`config.mk`:
```
export PLATFORM = sky130hd
export DESIGN_NAME = c8core_ctrl
export DESIGN_NICKNAME = d
export VERILOG_FILES = /design/src/rtl/core/c8core_pkg.sv /design/src/rtl/core/c8core_ctrl.sv
export SDC_FILE = /design/constraint.sdc
export NUM_CORES = 1
export LEC_CHECK = 0
export BUFFER_PORTS_ARGS = -buffer_cell sky130_fd_sc_hd__buf_2
export CAP_MARGIN = 10
export CORE_UTILIZATION = 45
export CTS_CLUSTER_DIAMETER = 80
export DETAILED_ROUTE_END_ITERATION = 10
export GPL_TIMING_DRIVEN = 0
export PLACE_DENSITY = 0.68
export SLEW_MARGIN = 40
export SYNTH_ARGS = -nofsm -noshare
export SYNTH_HDL_FRONTEND = slang
export SYNTH_SLANG_ARGS = --single-unit
```
`constraint.sdc`:
```
create_clock -name clk -period 4 [get_ports clk]
set_input_delay 0.2 -clock clk [delete_from_list [all_inputs] [get_ports clk]]
set_output_delay 0.2 -clock clk [all_outputs]
set_load 0.02 [all_outputs]
```
`src/rtl/core/c8core_pkg.sv`:
```
// ----------------------------------------------------------------------------
// c8core_pkg
// Types, opcode constants, font table and helpers of the instruction core.
// ----------------------------------------------------------------------------
package c8core_pkg;

	localparam logic [1:0] KIND_EXEC = 2'd0;
	localparam logic [1:0] KIND_TICK = 2'd1;
	localparam logic [1:0] KIND_LOAD = 2'd2;

	localparam logic [11:0] PC_RESET = 12'h200;
	localparam logic [4:0]  NO_KEY   = 5'd16;
	localparam logic [3:0]  FLAG_REG = 4'hF;

	localparam logic [15:0] OP_CLS = 16'h00E0;
	localparam logic [15:0] OP_RET = 16'h00EE;

	localparam logic [3:0] NIB_SYS  = 4'h0;
	localparam logic [3:0] NIB_JP   = 4'h1;
	localparam logic [3:0] NIB_CALL = 4'h2;
	localparam logic [3:0] NIB_SE   = 4'h3;
	localparam logic [3:0] NIB_SNE  = 4'h4;
	localparam logic [3:0] NIB_SER  = 4'h5;
	localparam logic [3:0] NIB_LD   = 4'h6;
	localparam logic [3:0] NIB_ADD  = 4'h7;
	localparam logic [3:0] NIB_ALU  = 4'h8;
	localparam logic [3:0] NIB_SNER = 4'h9;
	localparam logic [3:0] NIB_LDI  = 4'hA;
	localparam logic [3:0] NIB_JPV  = 4'hB;
	localparam logic [3:0] NIB_RND  = 4'hC;
	localparam logic [3:0] NIB_DRW  = 4'hD;
	localparam logic [3:0] NIB_KEY  = 4'hE;
	localparam logic [3:0] NIB_MISC = 4'hF;

	localparam logic [3:0] ALU_MOV = 4'h0;
	localparam logic [3:0] ALU_OR  = 4'h1;
	localparam logic [3:0] ALU_AND = 4'h2;
	localparam logic [3:0] ALU_XOR = 4'h3;
	localparam logic [3:0] ALU_ADD = 4'h4;
	localparam logic [3:0] ALU_SUB = 4'h5;
	localparam logic [3:0] ALU_SHR = 4'h6;
	localparam logic [3:0] ALU_RSB = 4'h7;
	localparam logic [3:0] ALU_SHL = 4'hE;

	localparam logic [7:0] FN_GETDT = 8'h07;
	localparam logic [7:0] FN_WAITK = 8'h0A;
	localparam logic [7:0] FN_SETDT = 8'h15;
	localparam logic [7:0] FN_SETST = 8'h18;
	localparam logic [7:0] FN_ADDI  = 8'h1E;
	localparam logic [7:0] FN_FONT  = 8'h29;
	localparam logic [7:0] FN_BCD   = 8'h33;
	localparam logic [7:0] FN_STORE = 8'h55;
	localparam logic [7:0] FN_LOAD  = 8'h65;
	localparam logic [7:0] FN_SKP   = 8'h9E;
	localparam logic [7:0] FN_SKNP  = 8'hA1;

	localparam int IN_W       = 48;
	localparam int OUT_W      = 64;
	localparam int FONT_BYTES = 80;

	localparam logic [7:0] FONT_ROM [FONT_BYTES] = '{
		8'hF0, 8'h90, 8'h90, 8'h90, 8'hF0, 8'h20, 8'h60, 8'h20, 8'h20, 8'h70,
		8'hF0, 8'h10, 8'hF0, 8'h80, 8'hF0, 8'hF0, 8'h10, 8'hF0, 8'h10, 8'hF0,
		8'h90, 8'h90, 8'hF0, 8'h10, 8'h10, 8'hF0, 8'h80, 8'hF0, 8'h10, 8'hF0,
		8'hF0, 8'h80, 8'hF0, 8'h90, 8'hF0, 8'hF0, 8'h10, 8'h20, 8'h40, 8'h40,
		8'hF0, 8'h90, 8'hF0, 8'h90, 8'hF0, 8'hF0, 8'h90, 8'hF0, 8'h10, 8'hF0,
		8'hF0, 8'h90, 8'hF0, 8'h90, 8'h90, 8'hE0, 8'h90, 8'hE0, 8'h90, 8'hE0,
		8'hF0, 8'h80, 8'h80, 8'h80, 8'hF0, 8'hE0, 8'h90, 8'h90, 8'h90, 8'hE0,
		8'hF0, 8'h80, 8'hF0, 8'h80, 8'hF0, 8'hF0, 8'h80, 8'hF0, 8'h80, 8'h80
	};

	typedef enum logic [4:0] {
		CMD_NONE,
		CMD_ACCEPT,
		CMD_CLEAR,
		CMD_TICK,
		CMD_LOAD,
		CMD_RD_HI,
		CMD_RD_LO,
		CMD_DECODE,
		CMD_OPND,
		CMD_EXEC,
		CMD_FLAG,
		CMD_ST_RD,
		CMD_ST_WR,
		CMD_LD_RD,
		CMD_LD_WR,
		CMD_BCD0,
		CMD_BCD1,
		CMD_BCD2,
		CMD_RESULT
	} cmd_t;

	typedef enum logic [2:0] {
		CLS_SIMPLE,
		CLS_FLAG,
		CLS_STORE,
		CLS_LOAD,
		CLS_BCD
	} op_class_t;

	typedef struct packed {
		logic [1:0] kind;
		op_class_t  op_class;
		logic       clr_last;
		logic       blk_last;
		logic       out_free;
	} status_t;

	function automatic logic [7:0] font_byte(input logic [6:0] idx);
		return FONT_ROM[idx];
	endfunction

	function automatic logic key_pressed(input logic [15:0] keys, input logic [7:0] k);
		return (k[7:4] == 4'd0) ? keys[k[3:0]] : 1'b0;
	endfunction

	function automatic logic [4:0] lowest_key(input logic [15:0] keys);
		logic [4:0] r;
		r = NO_KEY;
		for (int i = 15; i >= 0; i--) begin
			if (keys[i]) r = 5'(i);
		end
		return r;
	endfunction

endpackage

```
`src/rtl/core/c8core_ctrl.sv`:
```
// ----------------------------------------------------------------------------
// c8core_ctrl
// Sequencer: steps the datapath through clear, tick or load, fetch, execute and result.
// ----------------------------------------------------------------------------
module c8core_ctrl
	import c8core_pkg::*;
(
	input  logic    clk,
	input  logic    arst_n,
	input  logic    s_tvalid,
	output logic    s_tready,
	input  status_t st,
	output cmd_t    cmd
);

	typedef enum logic [3:0] {
		S_CLEAR,
		S_IDLE,
		S_DISPATCH,
		S_FETCH_HI,
		S_FETCH_LO,
		S_DECODE,
		S_OPND,
		S_EXEC,
		S_FLAG,
		S_ST_RD,
		S_ST_WR,
		S_LD_RD,
		S_LD_WR,
		S_BCD0,
		S_BCD1,
		S_BCD2_RESULT
	} state_t;

	// one extra state to wait for the result slot
	typedef enum logic {
		R_WORK,
		R_RESULT
	} phase_t;

	state_t state_q;
	phase_t phase_q;

	always_comb begin
		cmd = CMD_NONE;
		if (phase_q == R_RESULT) begin
			cmd = st.out_free ? CMD_RESULT : CMD_NONE;
		end else begin
			unique case (state_q)
				S_CLEAR:    cmd = CMD_CLEAR;
				S_IDLE:     cmd = s_tvalid ? CMD_ACCEPT : CMD_NONE;
				S_DISPATCH: begin
					unique case (st.kind)
						KIND_TICK: cmd = CMD_TICK;
						KIND_LOAD: cmd = CMD_LOAD;
						default:   cmd = CMD_NONE;
					endcase
				end
				S_FETCH_HI:    cmd = CMD_RD_HI;
				S_FETCH_LO:    cmd = CMD_RD_LO;
				S_DECODE:      cmd = CMD_DECODE;
				S_OPND:        cmd = CMD_OPND;
				S_EXEC:        cmd = CMD_EXEC;
				S_FLAG:        cmd = CMD_FLAG;
				S_ST_RD:       cmd = CMD_ST_RD;
				S_ST_WR:       cmd = CMD_ST_WR;
				S_LD_RD:       cmd = CMD_LD_RD;
				S_LD_WR:       cmd = CMD_LD_WR;
				S_BCD0:        cmd = CMD_BCD0;
				S_BCD1:        cmd = CMD_BCD1;
				S_BCD2_RESULT: cmd = CMD_BCD2;
				default:       cmd = CMD_NONE;
			endcase
		end
	end

	assign s_tready = (state_q == S_IDLE) && (phase_q == R_WORK);

	always_ff @(posedge clk or negedge arst_n) begin
		if (!arst_n) begin
			state_q <= S_CLEAR;
			phase_q <= R_WORK;
		end else if (phase_q == R_RESULT) begin
			if (st.out_free) begin
				phase_q <= R_WORK;
				state_q <= S_IDLE;
			end
		end else begin
			unique case (state_q)
				S_CLEAR: if (st.clr_last) state_q <= S_IDLE;
				S_IDLE:  if (s_tvalid) state_q <= S_DISPATCH;
				S_DISPATCH: begin
					if (st.kind == KIND_EXEC) state_q <= S_FETCH_HI;
					else phase_q <= R_RESULT;
				end
				S_FETCH_HI: state_q <= S_FETCH_LO;
				S_FETCH_LO: state_q <= S_DECODE;
				S_DECODE:   state_q <= S_OPND;
				S_OPND:     state_q <= S_EXEC;
				S_EXEC: begin
					unique case (st.op_class)
						CLS_FLAG:  state_q <= S_FLAG;
						CLS_STORE: state_q <= S_ST_RD;
						CLS_LOAD:  state_q <= S_LD_RD;
						CLS_BCD:   state_q <= S_BCD0;
						default:   phase_q <= R_RESULT;
					endcase
				end
				S_FLAG:  phase_q <= R_RESULT;
				S_ST_RD: state_q <= S_ST_WR;
				S_ST_WR: begin
					if (st.blk_last) phase_q <= R_RESULT;
					else state_q <= S_ST_RD;
				end
				S_LD_RD: state_q <= S_LD_WR;
				S_LD_WR: begin
					if (st.blk_last) phase_q <= R_RESULT;
					else state_q <= S_LD_RD;
				end
				S_BCD0:        state_q <= S_BCD1;
				S_BCD1:        state_q <= S_BCD2_RESULT;
				S_BCD2_RESULT: phase_q <= R_RESULT;
				default:       state_q <= S_IDLE;
			endcase
		end
	end

endmodule

```
* Word level (Yosys, flattened, before mapping) *
Cells that the tools add are included.

cells by class
  bitwise operators = 1
  reduce and logical (&&, ||, !) cells = 8
  mux-type cells = 20
  equal/unequal tests = 28

operator list
  kind                                                             number
  5-bit one-hot mux with 16 select lines                           1
  4-bit one-hot mux with 14 select lines                           1
  4-bit == test, second input constant                             8
  4-bit 2-to-1 mux                                                 7
  4-bit by 3-bit == test with 1-bit output, second input constant  4
  4-bit one-hot mux with 4 select lines                            1
  3-bit inequality test, second input constant                     5
  15-bit nonzero test                                              1
  5-bit 2-to-1 mux                                                 2
  4-bit by 2-bit == test with 1-bit output, second input constant  2
  8-bit AND reduction                                              1
  3-bit by 2-bit == test with 1-bit output, second input constant  2
  1-bit 2-to-1 mux                                                 6
  6-bit inequality test, second input constant                     1
  3-bit one-hot mux with 2 select lines                            1
  4-bit by 1-bit == test with 1-bit output, second input constant  1
  4-bit logical NOT                                                1
  1-bit one-hot mux with 4 select lines                            1
  2-bit OR reduction                                               2
  4-bit OR reduction                                               1
  3-bit by 1-bit == test with 1-bit output, second input constant  1
  3-bit == test, second input constant                             1
  2-bit by 1-bit == test with 1-bit output, second input constant  1
  2-bit == test, second input constant                             1
  other kinds (4)                                                  4

storage, ports and cells
  logic and storage cells = 59
  bits of input ports = 11
  output and inout bits = 6
  register bits after elaboration = 5

* Logic depth before layout (Yosys ltp) *
  depth in word-level cells = 5
  depth in mapped cells = 7
  depth with buffers taken out = 5

* Least setup slack after synthesis *
No wires, ideal clock.

  kind = reg2reg
  from = register state_q[2]
  to = register state_q[0]
  data required time = 3.872 ns
  setup slack = 2.175 ns
  period minus slack after synthesis = 1.825 ns
  setup time = 0.128 ns
  stages on the path, launching flop included = 7
  buffers on the path = 1
  arrival time = 1.697 ns
  path through = dfrtp_1 buf_6 or4b_4 nor2_2 a311oi_4 o21bai_4 mux2_1

between the ends
  longest elaborated chain between the ends = 3
  elaborated cells between the ends (all ways) = 24
  those cells by class = 19 x eq/ne; 2 x mux; 3 x reduce/logical

RTL lines
  what                                                                             line               source
  start, declared                                                                  c8core_ctrl.sv:41  state_t state_q;
  start signal, assigned                                                           c8core_ctrl.sv:81  state_q <= S_CLEAR;
  start signal, assigned                                                           c8core_ctrl.sv:86  state_q <= S_IDLE;
  start signal, assigned                                                           c8core_ctrl.sv:90  S_CLEAR: if (st.clr_last) state_q <= S_IDLE;
  4-bit by 1-bit == test with 1-bit output, or another cell as far along           c8core_ctrl.sv:89  unique case (state_q)
  15-bit nonzero test (no source line), or another cell as far along               -
  8-bit AND reduction (no source line) / 4-bit 2-to-1 mux (equally long branches)  -

Several ways; a longest one is shown, not always the timed one.
A chain may end at the register's enable or synchronous reset.

* Worst setup path after layout *
  from = register state_q[3]
  to = output port cmd[0]

between the ends
  longest elaborated chain between the ends = 3
  elaborated cells between the ends (all ways) = 18
  those cells by class = 15 x eq/ne; 2 x mux; 1 x reduce/logical

RTL lines
  what                                         line               source
  4-bit == test, or another cell as far along  c8core_ctrl.sv:49  unique case (state_q)
  5-bit one-hot mux with 16 select lines *     c8core_ctrl.sv:49
  5-bit 2-to-1 mux *                           c8core_ctrl.sv:46  if (phase_q == R_RESULT) begin
  end, declared                                c8core_ctrl.sv:13  output cmd_t cmd

Every way passes the cells marked *; elsewhere a longest branch is shown, timed or not.

==> impl_metrics.yaml <==
drt:
  ant_nets: 0
  num_vias: 701
  wirelength_um: 1600
  dr.first_iter.drc_count: 14
  drc_errors: 0
  via_per_inst: 5.99
  wl_per_cell_um: 13.7
  dr.pass1.iters: 4
yosys:
  yosysMostFrequentCell: "nand2_1"
  synth_flop_cell: "dfrtp_1"
  syn-cell-area_um2: 691
  synth_edf_count: 0
  yosysSeqAreaShare_pct: 18.1
  syn_avg_cell_area_um2: 8.53
  ys_seq_elements: 5
  yosys.area.top_type_share_pct: 18.1
  synth_common_cells: "7 x nand2_1, 5 x dfrtp_1, 5 x nor2_1, 5 x nor2b_1, 4 x a21oi_1"
  yosysUniqueCellTypes: 45
  yosys.area.top_type: "dfrtp_1"
  async_reset_ff_share_pct: 100
  synth_nets: 92
  syn_inst: 81
  yosys-top-cells-area: "dfrtp_1 18%, nor2b_1 4.5%, a2111oi_4 4.0%"
  yosysWarnings: 0
final_layout:
  n_antenna_cell: 0
  drive_gt1_share_pct: 35.3
  area_delta_synth_final_pct: 19.6
  final_nets: 114
  layout.cells.non_filler: 117
  final_core_util_pct: 60.4
clock_tree:
  clk_latency_ns: 0.23
  clkTransAtPathRegs_ns: 0.04
  htree_levels: 1
  ctsLongestPathBuffers: 2
  ctsRootBufferMaster: "clkbuf_4"
  cts_made_buffers: 3
  cts_tree: "yes"
  cts_sinks: 5
  cts-resized-gates: 0
sta:
  rsz0062_at_grt: "false"
  max_freq_mhz: 475
  finClkSkew_ns: 0.000104
  period_minus_slack_ns: 2.11
  tightest_slew_ns: 0.445
  relSlewSlack_pct: 70.0
  min_period_over_period_pct: 52.6
  drv_slew: 0
  finalSetupViolations: 0
  fin_tns_setup_ns: 0
  finalHoldViolCount: 0
global_route:
  use_met3_pct: 0.543
  grt_pass1_wl_um: 2550
  grt_max_degree: 11
  met1_usage_pct: 30.1
  overflow: 0
  grt_util_all_layers_pct: 22.1
  antenna_found_initial: 0
  busiest_layer: "met2"
  grt_pass1_vias: 589
  gr-usage-met2_pct: 36.7
power:
  p_seq_share_pct: 13.1
  netSwitchingFraction_pct: 51.3
  p_clk_share_pct: 7.9
  leakage_nw: 0.359
  power.density_nw_per_um2: 847
  pwr-share-comb_pct: 79.0
  p_int_mw: 0.341
  switchingPower_mw: 0.358
  ir_worst_vdd_uv: 406
floorplanning:
  pin_count: 17
  die_area_um2: 1700
  floorplan.initialDensity_pct: 50.5
  die_h_um: 41.2
  dieWidth_um: 41.2
  num_rows: 13
  core_um2: 1370
critical_path:
  arrival_ns: 1.91
  start_kind: "register"
  worstPathCellList: "buf_4 > or4b_4 > nor3b_1 > o21ba_1 > buf_2"
  critPathMaxFanout: 9
  critPathSlowestCell: "or4b_4"
  end_kind: "primary output"
  critical_path_class: "register to primary output"
  critPathRequiredTime_ns: 3.80
  slowest_delay_ns: 0.52
placement:
  place_congestion: 0.777
  io_buffers: 16
  dp_cells: 112
  dpl.hpwl_um: 1230
run_status:
  status: "complete, no violations"
job:
  cap_violations: 0
hold_path:
  hp-class: "input port to register"
## metrics by stage
step	area, um^2	total power [mW]	hold slack [ns]	worst slack (ns)
after floorplan	691	0.522	-0.0956	2.18
final	826	0.699	0.271	1.89
after CTS	826	0.698	0.266	1.87
after detailed placement	790	0.638	0.0145	2.01
after global routing	826	0.759	0.286	1.78
after global placement	790	0.627	0.0144	2.07
## layout make-up
cell class	instances	area, um^2
Fill cell	147	541
Buffer	9	58.8
Timing Repair Buffer	17	90.1
Sequential cell	5	125
Multi-Input combinational cell	65	499
Tap cell	15	18.8
Clock buffer	4	26.3
Inverter	2	7.51
## power by group through the flow
stage | combinational, mW | clock, mW | sequential, mW
after floorplan | 0.435 | 0 | 0.0876
after CTS | 0.549 | 0.0581 | 0.0914
after global routing | 0.605 | 0.0599 | 0.0937
after detailed placement | 0.546 | 0 | 0.0922
final | 0.552 | 0.0553 | 0.0918
after global placement | 0.537 | 0 | 0.0904
## layout by cell type (no fill, tap or decap), types with 3 or more instances in the layout
master    count
clkbuf_4      3
nand2_1       7
clkbuf_1      4
nor3b_1       3
buf_2        18
o21ai_0       3
a21oi_1       4
nor2_1        5
dfrtp_1       5
nor2b_1       5
## critical path: cells and delay by family, from the launching register on
family	cells	cell delay, ns
simple gates	2	0.82
compound gates	1	0.18
flops	1	0.36
buf+inv	2	0.32
## path summary, 6_finish.rpt
path	depth (start not counted)	slack (ns)	end	from
max in group asynchronous	2	3.57	phase_q	arst_n
min reg2reg	3	0.84	state_q[1]	state_q[1]
max	5	1.89	cmd[0]	state_q[3]
min in group asynchronous	2	0.31	state_q[3]	arst_n
max reg2reg	6	1.98	state_q[0]	state_q[3]
min	3	0.27	phase_q	st[0]
## sequential cells by signal (all words and copies together), names as in the netlist
| name | flops |
|---|---|
| phase_q | 1 |
| state_q | 4 |
## cells by family (layout without fill, tap and decap cells)
kind of cell              Yosys count  after routing  synth area share (%)
DFF                                 5              5                  18.1
buffers and inverters              11             32                  9.60
muxes                               2              2                  3.26
and+or+nand+nor                    33             33                  28.1
AOI/OAI and AO/OA                  27             27                  37.1
xor gates and xnor gates            3              3                  3.81
## layer usage
metal / vias up / wire length, um
li1: 349 / -
met3: 5 / 53
met2: 17 / 744
met1: 330 / 779
met5: - / 0
met4: 0 / 24
## what timing repair did
action / in CTS / in global routing
setup endpoints to repair: 0 / 0
hold buffers: 1 / 0
hold endpoints to repair: 5 / 0
buffers inserted: 0 / 0
(Power assumes the default switching activity.)
